File: config.mk
export PLATFORM = sky130hd
export DESIGN_NAME = peer_table_with_aging_core
export DESIGN_NICKNAME = d
export VERILOG_FILES = /design/src/design/pta_pkg.sv /design/src/design/peer_table_with_aging_core.sv /design/src/design/pta_level.sv
export SDC_FILE = /design/constraint.sdc
export NUM_CORES = 2
export LEC_CHECK = 0
export ABC_AREA = 0
export BUFFER_PORTS_ARGS = -buffer_cell sky130_fd_sc_hd__buf_2
export CELL_PAD_IN_SITES_DETAIL_PLACEMENT = 1
export CELL_PAD_IN_SITES_GLOBAL_PLACEMENT = 2
export CORE_ASPECT_RATIO = 0.6
export CORE_MARGIN = 2
export CORE_UTILIZATION = 49
export DETAILED_ROUTE_END_ITERATION = 7
export GPL_TIMING_DRIVEN = 0
export HOLD_SLACK_MARGIN = 0.12
export MAX_ROUTING_LAYER = met4
export PLACE_DENSITY = 0.87
export SLEW_MARGIN = 30
export SYNTH_ARGS = -nofsm -noshare
export SYNTH_HDL_FRONTEND = slang
export SYNTH_SLANG_ARGS = --single-unit
File: constraint.sdc
create_clock -name clk -period 24 [get_ports clk]
set_input_delay 2.4 -clock clk [delete_from_list [all_inputs] [get_ports clk]]
set_output_delay 2.4 -clock clk [all_outputs]
set_load 0.01 [all_outputs]
File: src/design/pta_pkg.sv
// Package: types and constants shared by the peer table design.
`default_nettype none
package pta_pkg;
  localparam int MaxPeers = 8;
  localparam int IdxW = 3;
  localparam int CntW = 4;
  localparam logic [7:0] PacketBytes = 8'd24;

  localparam logic [15:0] TimeoutReset = 16'd5000;
  localparam logic [15:0] LongPressReset = 16'd500;

  localparam logic [1:0] REQ_PKT = 2'd0;
  localparam logic [1:0] REQ_TICK = 2'd1;
  localparam logic [1:0] REQ_BTN = 2'd2;

  localparam logic [7:0] KIND_ANNOUNCE = 8'd0;
  localparam logic [7:0] KIND_ACK = 8'd2;

  localparam logic [1:0] CMD_FLIP = 2'd2;

  localparam logic CFG_TIMEOUT = 1'b0;
  localparam logic CFG_LONG_PRESS = 1'b1;

  typedef enum logic [3:0] {
    EV_NONE = 4'd0,
    EV_BAD_LEN = 4'd1,
    EV_NEW = 4'd2,
    EV_REFRESH = 4'd3,
    EV_ACK = 4'd4,
    EV_FULL = 4'd5,
    EV_PURGED = 4'd6,
    EV_SEL_NEXT = 4'd7,
    EV_CMD = 4'd8
  } event_t;

  typedef enum logic [2:0] {
    ST_IDLE,
    ST_SCAN,
    ST_PURGE,
    ST_LEVEL,
    ST_OUT
  } state_t;

  // Level compare request to the pta_level unit.
  typedef struct packed {
    logic [31:0] age;
    logic [15:0] tmo;
  } lvl_req_t;
endpackage
`default_nettype wire

File: src/design/peer_table_with_aging_core.sv
// Top level: peer table with aging, selection and button handling.
// Usage: one item enters on the in_ channel; exactly one result leaves on
// the out_ channel. in_tready is high only while the block is idle with no
// result pending. A packet scans the table one entry per cycle (up to 8),
// a tick walks all entries top down one per cycle, removing stale ones and
// shifting the rest down, a button sample takes no scan. The ST_OUT state
// registers the result with the selected peer's level, then the result sits
// in the output register until out_tready. The next item is taken in the cycle
// after the result beat. Configuration beats on cfg_ are always ready and must
// only come while idle. Reset (rst_n low, synchronous) empties the table,
// clears the selection to -1, releases the button and loads timeout 5000 ms
// and long press 500 ms. A stalled receiver holds the result and blocks new
// items.
`default_nettype none
module peer_table_with_aging_core
  import pta_pkg::*;
(
  input  wire          clk,
  input  wire          rst_n,
  input  wire          in_tvalid,
  output logic         in_tready,
  // tdata: now_ms[31:0], peer_mac[79:32], pkt_len[87:80], pkt_kind[95:88],
  // payload[127:96], pressed[128], zero fill to 136
  input  wire  [135:0] in_tdata,
  // tuser: req_type[1:0]
  input  wire  [1:0]   in_tuser,
  output logic         out_tvalid,
  input  wire          out_tready,
  // tdata: event_res[3:0], cmd_send[4], cmd_mac[52:5], cmd_code[54:53],
  // selected_index[58:55], peer_count[62:59], purged_count[66:63],
  // sel_gate_up[67], sel_acked[68], sel_signal_level[71:69]
  output logic [71:0]  out_tdata,
  input  wire          cfg_valid,
  output logic         cfg_ready,
  input  wire  [0:0]   cfg_index,
  input  wire  [15:0]  cfg_data
);
  logic [47:0] addr_mem [MaxPeers];
  logic [31:0] seen_mem [MaxPeers];
  logic [31:0] gate_mem [MaxPeers];
  logic        ack_mem  [MaxPeers];

  state_t state_r, state_nxt;
  logic [CntW-1:0] total_r, total_nxt;
  logic signed [3:0] pick_r, pick_nxt;
  logic btn_r, btn_nxt;
  logic [31:0] press_r, press_nxt;
  logic [15:0] tmo_r, lp_r;
  logic [CntW-1:0] ptr_r, ptr_nxt;
  logic [CntW-1:0] purged_r, purged_nxt;
  event_t ev_r, ev_nxt;
  logic send_r, send_nxt;
  logic [47:0] cmac_r, cmac_nxt;
  logic [1:0] req_r;
  logic [31:0] now_r;
  logic [47:0] mac_r;
  logic [7:0] len_r, kind_r;
  logic [31:0] pay_r;
  logic pr_r;
  logic [71:0] out_r;
  logic out_v_r;

  logic [IdxW-1:0] pidx;
  logic [IdxW-1:0] didx;
  logic [IdxW-1:0] sidx;
  logic sel_ok;
  logic stale;
  logic [2:0] level;
  lvl_req_t lreq;
  logic wr_en;
  logic [IdxW-1:0] wr_idx;
  logic [47:0] wr_addr;
  logic [31:0] wr_seen, wr_gate;
  logic wr_ack;
  logic sh_en;
  logic [31:0] held;
  logic accept;

  assign accept = in_tvalid && in_tready;
  assign in_tready = (state_r == ST_IDLE) && !out_v_r;
  assign cfg_ready = 1'b1;
  assign out_tvalid = out_v_r;
  assign out_tdata = out_r;
  assign pidx = ptr_r[IdxW-1:0];
  assign didx = pidx - 1'b1;
  assign sidx = pick_r[IdxW-1:0];
  assign sel_ok = !pick_r[3] && ({1'b0, pick_r[2:0]} < total_r);
  assign stale = (now_r - seen_mem[didx]) > {16'd0, tmo_r};
  assign held = now_r - press_r;
  assign lreq = '{age: now_r - seen_mem[sidx], tmo: tmo_r};

  pta_level u_level (.req(lreq), .level(level));

  // Hold input beat and config registers
  always_ff @(posedge clk) begin
    if (accept) begin
      req_r <= in_tuser;
      now_r <= in_tdata[31:0];
      mac_r <= in_tdata[79:32];
      len_r <= in_tdata[87:80];
      kind_r <= in_tdata[95:88];
      pay_r <= in_tdata[127:96];
      pr_r <= in_tdata[128];
    end
  end

  always_ff @(posedge clk) begin
    if (!rst_n) begin
      tmo_r <= TimeoutReset;
      lp_r <= LongPressReset;
    end else if (cfg_valid && cfg_ready) begin
      case (cfg_index[0])
        CFG_TIMEOUT: tmo_r <= cfg_data;
        CFG_LONG_PRESS: lp_r <= cfg_data;
        default: ;
      endcase
    end
  end

  // Table write port and compaction shift
  always_ff @(posedge clk) begin
    if (wr_en) begin
      addr_mem[wr_idx] <= wr_addr;
      seen_mem[wr_idx] <= wr_seen;
      gate_mem[wr_idx] <= wr_gate;
      ack_mem[wr_idx] <= wr_ack;
    end
    if (sh_en) begin
      for (int j = 0; j < MaxPeers - 1; j++) begin
        if (CntW'(j + 1) >= ptr_r && CntW'(j + 1) < total_r) begin
          addr_mem[j] <= addr_mem[j+1];
          seen_mem[j] <= seen_mem[j+1];
          gate_mem[j] <= gate_mem[j+1];
          ack_mem[j] <= ack_mem[j+1];
        end
      end
    end
  end

  always_ff @(posedge clk) begin
    if (!rst_n) begin
      state_r <= ST_IDLE;
      total_r <= '0;
      pick_r <= -4'sd1;
      btn_r <= 1'b0;
      press_r <= '0;
      out_v_r <= 1'b0;
    end else begin
      state_r <= state_nxt;
      total_r <= total_nxt;
      pick_r <= pick_nxt;
      btn_r <= btn_nxt;
      press_r <= press_nxt;
      if (state_r == ST_OUT) out_v_r <= 1'b1;
      else if (out_tready) out_v_r <= 1'b0;
    end
  end

  always_ff @(posedge clk) begin
    ptr_r <= ptr_nxt;
    purged_r <= purged_nxt;
    ev_r <= ev_nxt;
    send_r <= send_nxt;
    cmac_r <= cmac_nxt;
    if (state_r == ST_OUT) begin
      out_r <= {(sel_ok ? level : 3'd0),
                sel_ok && ack_mem[sidx],
                sel_ok && (gate_mem[sidx] == 32'd1),
                purged_r, total_r, pick_r,
                (send_r ? CMD_FLIP : 2'd0), cmac_r, send_r, ev_r};
    end
  end

  // Sequencer: scan, purge walk, result
  always_comb begin
    state_nxt = state_r;
    total_nxt = total_r;
    pick_nxt = pick_r;
    btn_nxt = btn_r;
    press_nxt = press_r;
    ptr_nxt = ptr_r;
    purged_nxt = purged_r;
    ev_nxt = ev_r;
    send_nxt = send_r;
    cmac_nxt = cmac_r;
    wr_en = 1'b0;
    wr_idx = pidx;
    wr_addr = mac_r;
    wr_seen = now_r;
    wr_gate = pay_r;
    wr_ack = 1'b0;
    sh_en = 1'b0;
    case (state_r)
      ST_IDLE: begin
        if (accept) begin
          ev_nxt = EV_NONE;
          send_nxt = 1'b0;
          cmac_nxt = '0;
          purged_nxt = '0;
          case (in_tuser)
            REQ_PKT: begin
              ptr_nxt = '0;
              state_nxt = ST_SCAN;
            end
            REQ_TICK: begin
              ptr_nxt = total_r;
              state_nxt = ST_PURGE;
            end
            default: state_nxt = ST_LEVEL;
          endcase
        end
      end
      ST_SCAN: begin
        if (len_r != PacketBytes) begin
          ev_nxt = EV_BAD_LEN;
          state_nxt = ST_OUT;
        end else if (ptr_r < total_r && addr_mem[pidx] == mac_r) begin
          if (kind_r == KIND_ANNOUNCE) begin
            wr_en = 1'b1;
            wr_addr = addr_mem[pidx];
            wr_ack = ack_mem[pidx];
            ev_nxt = EV_REFRESH;
          end else if (kind_r == KIND_ACK) begin
            wr_en = 1'b1;
            wr_addr = addr_mem[pidx];
            wr_seen = seen_mem[pidx];
            wr_ack = 1'b1;
            ev_nxt = EV_ACK;
          end
          state_nxt = ST_OUT;
        end else if (ptr_r < total_r) begin
          ptr_nxt = ptr_r + 1'b1;
        end else begin
          if (kind_r == KIND_ANNOUNCE) begin
            if (total_r >= CntW'(MaxPeers)) begin
              ev_nxt = EV_FULL;
            end else begin
              wr_en = 1'b1;
              wr_idx = total_r[IdxW-1:0];
              total_nxt = total_r + 1'b1;
              if (pick_r == -4'sd1) pick_nxt = '0;
              ev_nxt = EV_NEW;
            end
          end
          state_nxt = ST_OUT;
        end
      end
      ST_PURGE: begin
        if (ptr_r == '0) begin
          if (purged_r != '0) ev_nxt = EV_PURGED;
          state_nxt = ST_LEVEL;
        end else begin
          ptr_nxt = ptr_r - 1'b1;
          if (stale) begin
            sh_en = 1'b1;
            total_nxt = total_r - 1'b1;
            purged_nxt = purged_r + 1'b1;
            if (pick_r == $signed({1'b0, didx}))
              pick_nxt = (total_r == 4'd1) ? -4'sd1 : 4'sd0;
            else if (pick_r > $signed({1'b0, didx}))
              pick_nxt = pick_r - 4'sd1;
          end
        end
      end
      ST_LEVEL: begin
        state_nxt = ST_OUT;
        if (req_r == REQ_BTN) begin
          if (pr_r && !btn_r) begin
            btn_nxt = 1'b1;
            press_nxt = now_r;
          end else if (!pr_r && btn_r) begin
            btn_nxt = 1'b0;
            if (held >= {16'd0, lp_r}) begin
              if (total_r != '0) begin
                pick_nxt = ({1'b0, pick_r[2:0]} + 4'd1 >= total_r || pick_r[3]) ?
                           4'sd0 : pick_r + 4'sd1;
                ev_nxt = EV_SEL_NEXT;
              end
            end else if (sel_ok) begin
              send_nxt = 1'b1;
              cmac_nxt = addr_mem[sidx];
              wr_en = 1'b1;
              wr_idx = sidx;
              wr_addr = addr_mem[sidx];
              wr_seen = seen_mem[sidx];
              wr_gate = gate_mem[sidx];
              wr_ack = 1'b0;
              ev_nxt = EV_CMD;
            end
          end
        end
      end
      ST_OUT: state_nxt = ST_IDLE;
      default: state_nxt = ST_IDLE;
    endcase
  end

  // Checks on the sequencer and table bookkeeping
  a_count_max: assert property (@(posedge clk) disable iff (!rst_n)
    total_r <= CntW'(MaxPeers)) else $error("peer count over capacity");
  a_pick_range: assert property (@(posedge clk) disable iff (!rst_n)
    (state_r == ST_IDLE) |-> (total_r == '0 ? pick_r == -4'sd1 : sel_ok))
    else $error("selection out of range");
  a_busy: assert property (@(posedge clk) disable iff (!rst_n)
    (state_r != ST_IDLE) |-> !in_tready) else $error("ready while busy");
  a_stale_unused: assert property (@(posedge clk) disable iff (!rst_n)
    (state_r == ST_OUT) |=> out_v_r) else $error("result lost");
endmodule
`default_nettype wire

File: src/design/pta_level.sv
// Freshness level of one entry from its age and the timeout.
`default_nettype none
module pta_level
  import pta_pkg::*;
(
  input  wire  lvl_req_t req,
  output logic [2:0]     level
);
  logic [33:0] age4;
  logic [33:0] age2;
  logic [33:0] t1;
  logic [33:0] t3;

  // Compare scaled age against scaled timeout
  always_comb begin
    age4 = {req.age, 2'b00};
    age2 = {1'b0, req.age, 1'b0};
    t1 = {18'd0, req.tmo};
    t3 = {18'd0, req.tmo} + {17'd0, req.tmo, 1'b0};
    if ({2'b00, req.age} > t1) level = 3'd0;
    else if (age4 < t1) level = 3'd4;
    else if (age2 < t1) level = 3'd3;
    else if (age4 < t3) level = 3'd2;
    else level = 3'd1;
  end
endmodule
`default_nettype wire

After elaboration in Yosys (flattened, before gate mapping)
Memories as Yosys holds them, arrays and structs flattened. A register that Yosys moved wholly into a read port is not among the register bits.
Index checks and enable logic that the tools add are counted.
{ "word_totals": {"register_bits": 341, "latch_bits": 0, "ram_bits": 904, "mem_bits_ro": 0, "input_bits": 160, "output_inout_bits": 75, "mem_count": 4} }
{ "op_classes": {"addsub": 13, "multipliers": 0, "div_mod_pow": 0, "magnitude_cmp": 25, "eq_ne": 39, "n_shift": 0, "mux": 185, "bitwise_logic": 2, "reduce_logical": 51} }
{ "memory_table": {"columns": ["memory", "depth", "word_bits", "rd", "rd_clocked_by_memory_dff", "wr", "line_no", "rtl"], "rows": [
  ["addr_mem", 8, 48, 9, 2, 7, "peer_table_with_aging_core.sv:38", "logic [47:0] addr_mem [MaxPeers];"],
  ["gate_mem", 8, 32, 8, 1, 7, "peer_table_with_aging_core.sv:40", "logic [31:0] gate_mem [MaxPeers];"],
  ["seen_mem", 8, 32, 10, 2, 7, "peer_table_with_aging_core.sv:39", "logic [31:0] seen_mem [MaxPeers];"],
  ["ack_mem", 8, 1, 9, 2, 7, "peer_table_with_aging_core.sv:41", "logic ack_mem [MaxPeers];"]
]} }
{ "ops": {"columns": ["cell", "count"], "rows": [
  ["48-bit two-way mux", 16],
  ["32-bit two-way mux", 17],
  ["48-bit case mux with 2 select lines", 2],
  ["4-bit two-way mux", 46],
  ["3-bit two-way mux", 33],
  ["32-bit subtractor", 3],
  ["32-bit by 16-bit greater-than comparator with 1-bit output", 2],
  ["32-bit case mux with 2 select lines", 1],
  ["32-bit OR reduction", 2],
  ["1-bit two-way mux", 57],
  ["48-bit == test", 1],
  ["48-bit OR reduction", 1],
  ["2-bit != test, second input constant", 19],
  ["34-bit by 16-bit less-than comparator with 1-bit output", 1],
  ["34-bit less-than comparator", 1],
  ["33-bit by 16-bit less-than comparator with 1-bit output", 1],
  ["32-bit by 1-bit == test with 1-bit output, second input constant", 1],
  ["32-bit by 16-bit >= comparator with 1-bit output", 1],
  ["4-bit case mux with 2 select lines", 3],
  ["4-bit case mux with 3 select lines", 2],
  ["16-bit by 17-bit adder with 18-bit output", 1],
  ["3-bit by 4-bit >= comparator with 1-bit output, first input constant", 4],
  ["3-bit by 4-bit less-than comparator with 1-bit output, first input constant", 4],
  ["4-bit case mux with 4 select lines", 1],
  ["53 further kinds", 95]
]} }

Depth between registers and ports, before layout
{ "depth": {"word_depth": 12, "mapped_depth": 32, "mapped_depth_nobuf": 28} }

Cells and area by module
Synthesis repeated with hierarchy kept, for this count alone.
{ "unflattened": {"hier_cells": 5501, "hier_area_um2": 73795.8} }
{ "by_module_without_submodules": {"columns": ["mod", "instances", "cells_per_inst", "area_per_inst_um2", "seq_area_each_um2"], "rows": [
  ["peer_table_with_aging_core", 1, 5231, 71682.5, 36675.2],
  ["pta_level", 1, 270, 2113.3, 0.0]
]} }

Worst setup path after synthesis
OpenSTA, ideal clock, no wires.
{ "synth_path": {"path_kind": "reg2reg", "start": "register ptr_r[0]", "end": "memory ack_mem[2] (enable)", "setup_time_ps": 751, "arrival_ps": 15650, "required_ps": 23249, "path_slack_ps": 7599, "path_stages_with_launch": 31, "n_path_buf": 6, "period_less_slack_ps": 16401, "cell_sequence": "edfxtp_1 > clkbuf_1 > clkbuf_1 > inv_1 > ha_1 > buf_1 > clkbuf_1 > mux4_2 > mux2i_1 > ha_1 > a21o_1 > or3_1 > o21ai_0 > nand2_1 > a21o_1 > a21oi_1 > xnor2_1 > ha_1 > nand3_1 > nor4_1 > nand4_1 > a2111oi_0 > o2111ai_1 > or4_1 > nor4b_1 > a21boi_1 > nand2_1 > buf_2 > buf_2 > o211ai_1 > o31ai_1"} }
{ "synth_lines": {"columns": ["item", "line_no", "rtl"], "rows": [
  ["from (decl)", "peer_table_with_aging_core.sv:49", "logic [CntW-1:0] ptr_r, ptr_nxt;"],
  ["from (signal assigned)", "peer_table_with_aging_core.sv:160", "ptr_r <= ptr_nxt;"],
  ["to (decl)", "peer_table_with_aging_core.sv:41", null]
]} }

==> key figures <==
Floorplan
  – Rows: 109
  – Chip Width: 502 um
  – Ports: ~240
  – Die Area: roughly 150000 um2
  – Die Ht: about 300 um
  – Initial Utilization: 0.494
  – Total core area: ~150000 um2

Outcome
  – Status: completed

Timing
  – Final-report hold violation count: 0
  – Setup skew after layout: between 0.03 and 0.04 ns
  – Setup_tns: 0 ns
  – Worst Tran Pin Value: roughly 1.2 ns
  – Slew headroom: 0.212
  – RSZ-0062 raised after global routing: no
  – Fin crit share: 0.663
  – Maximum clock frequency: 62.9 MHz
  – Slew Limit Fails: 0
  – Final min period: between 15 and 20 ns
  – Final setup violation count: 0

GRT
  – GRT Total Usage: 0.388
  – Initial antenna violation count: 16
  – First-pass GRT wire length: between 400000 and 500000 um
  – Largest net degree at the start of global routing: 63
  – Vias in the first global route: ~56000
  – GRT overflow: 0

CTS
  – Number of CTS-inserted buffers: between 100 and 150
  – CTS Root Cell: clkbuf_16
  – PostCTS Resize Cnt: 0
  – Clk buf depth: 3
  – CTS tree: done
  – Clock transition at the registers of the reported paths: approximately 0.070 ns
  – Number of H-tree levels: 4
  – CTS hold repair buffers: 0
  – Postcts setup bufs: 0
  – Worst-skew pair later-pin latency: 0.80 ns
  – Clk sink count: between 1000 and 1500

Cells and area
  – Layout cells sized above 1: 0.285
  – Area delta synth->final: 13.8%
  – # fillers: 14600
  – Nets: 6384
  – Fin area: 82900 um2
  – Non-Filler Instances: 8104

Worst setup path
  – Crit Path Category: reg -> reg
  – Req. time, crit path: about 25 ns
  – Arrival time at the worst endpoint: roughly 16 ns
  – Startpoint types: flip-flop
  – Most used cell, CP: clkbuf_1
  – Buf/Inv on CP: 15
  – CP Capture Type: flip-flop
  – Largest stage delay, worst path: roughly 0.96 ns
  – Crit path max-delay family: buffers and inverters
  – CP startpoint: ptr_r[0]
  – Crit-path max FO: 10
  – Worst r2r src: ptr_r[0]
  – CP max-delay cell: a2111oi_0

Placement
  – Post-place instance area: 78700 um2
  – Global placement routability congestion: 1.01
  – Dpl cells: between 7000 and 8000
  – Buffers on Ports: 224
  – Dpl hpwl: 213000 um

Synthesis
  – Syn_nets: 5893
  – Synth async-reset ratio: 0
  – Synth warnings: 0
  – Top FF cell, synth: edfxtp_1
  – Part of the Yosys area used for sequential elements: 0.503
  – Mapped Cells: 5499
  – Synth Area per Inst: ~13 um2
  – EDFF count, synth: 1166
  – Yosys cell types: 86
  – Post-Synthesis Cell Area: 72900 um2
  – FF+latch count, synth: about 1200

Routing
  – Routed WL per cell: 35.6 um
  – DRT antenna net count: 0
  – Residual DRC: 0
  – Total wire length: 289000 um
  – Via/cell ratio: around 7.0
  – DR vias: 56600
  – Initial drt markers: 9441
  – Total iterations of the first detailed-routing run: 6

Run
  – Maxcap violations: 0

Pwr
  – PD cells: 103 nW/um2
  – LEAKAGE: 29.9 nW
  – VDD IR max: a little under 0.00009 V

Hold path
  – Hold Path Class: reg -> reg
  – Hold path start: cmac_r[0]
==> cell usage in the layout, fill, tap and decap left out, types with 74 or more instances in the layout <==
master,n
nor2_1,396
ha_1,230
clkbuf_16,137
o21ai_0,103
buf_6,74
dfxtp_1,83
inv_1,212
clkbuf_1,207
edfxtp_1,1166
buf_2,302
mux2i_1,299
nand2_1,289
mux2_2,545
mux4_2,408
a21oi_1,515
==> flip-flops by register name (all words and copies together), names as in the netlist, 16 cells and up, named ones only <==
signal     count
press_r       32
out_tdata     70
tmo_r         16
now_r         32
addr_mem     384
gate_mem     256
pay_r         32
lp_r          16
mac_r         48
cmac_r        48
seen_mem     256
==> cell usage after synthesis (all sizes together), types with 32 or more instances <==
library cell / count / area (um2)
buf: 116 / 519
a21o: 52 / 390
a21oi: 517 / 2590
clkbuf: 243 / 912
ha: 230 / 2880
mux4: 408 / 9190
mux2i: 329 / 3600
nor2: 400 / 1500
o211ai: 32 / 240
nor2b: 40 / 250
o21ai: 104 / 520
a221o: 33 / 330
nand3: 44 / 220
nand2: 290 / 1090
nor3: 44 / 231
inv: 214 / 803
dfxtp: 83 / 1660
edfxtp: 1166 / 35000
nor4: 38 / 238
xor2: 45 / 394
xnor2: 72 / 631
a22oi: 43 / 323
o22ai: 34 / 213
mux2: 555 / 6290
==> per-stage QoR <==
stage          setup slack [ns]   util  hold slack [ns]  total power [W]
2_1_floorplan              7.60      -            0.400          0.00499
5_1_grt                    8.37  0.563            0.426          0.00879
3_5_place_dp               8.85  0.534            0.405          0.00628
3_3_place_gp              -9.03  0.519            0.401          0.00614
6_report                   8.10  0.563            0.418          0.00854
4_1_cts                    8.64  0.562            0.420          0.00835
==> metal layers <==
metal / part of all wire / vias to the layer above / global-route usage / wire (um)
li1: - / 22500 / - / -
met1: 0.41 / 28900 / 0.561 / 119000
met2: 0.40 / 4465 / 0.506 / 115000
met3: 0.15 / 708 / 0.133 / 44700
met4: 0.035 / 0 / 0.126 / 10100
met5: 0 / - / - / 0
==> final timing paths <==
kind / endpoint / slack (ns) / depth (start not counted)
hold reg to reg: out_tdata[5] / 0.42 / 0
setup reg to reg: addr_mem[6][23] / 8.10 / 37
hold / removal: out_tdata[5] / 0.42 / 0
setup / recovery: addr_mem[6][23] / 8.10 / 37
==> cell type report <==
| type | count | area (um2) | share of cell area |
|---|---|---|---|
| antenna | 9 | 22.5 | 0.000272 |
| buffer | 359 | 1580 | 0.0190 |
| clock buffer | 168 | 3600 | 0.0435 |
| clock inverter | 72 | 574 | 0.00692 |
| inverter | 216 | 818 | 0.00987 |
| multi-input combinational | 3675 | 34100 | 0.411 |
| sequential | 1249 | 36700 | 0.442 |
| tap | 1998 | 2500 | 0.0301 |
| timing repair buffer | 358 | 3040 | 0.0367 |
==> cell families (layout without fill, tap and decap cells) <==
group	after synthesis	after routing	synth area share
AND/OR/NAND/NOR	1003	1003	0.0621
adder cells (fa/ha/maj)	234	234	0.0406
other	2	11	0.000103
XOR/XNOR	117	117	0.0141
buffers and inverters	575	1173	0.0308
flip-flops	1249	1249	0.503
multiplexers	1292	1292	0.262
AO/OA/AOI/OAI	1027	1027	0.0872
==> power breakdown <==
part / total (W) / internal, W / switching [W]
clock network: 0.00208 / 0.00113 / 0.000946
registers: 0.00260 / 0.00251 / 0.0000832
logic: 0.00386 / 0.00145 / 0.00242
total: 0.00854 / 0.00509 / 0.00344
No activity file was read; power rests on OpenSTA's default activity.
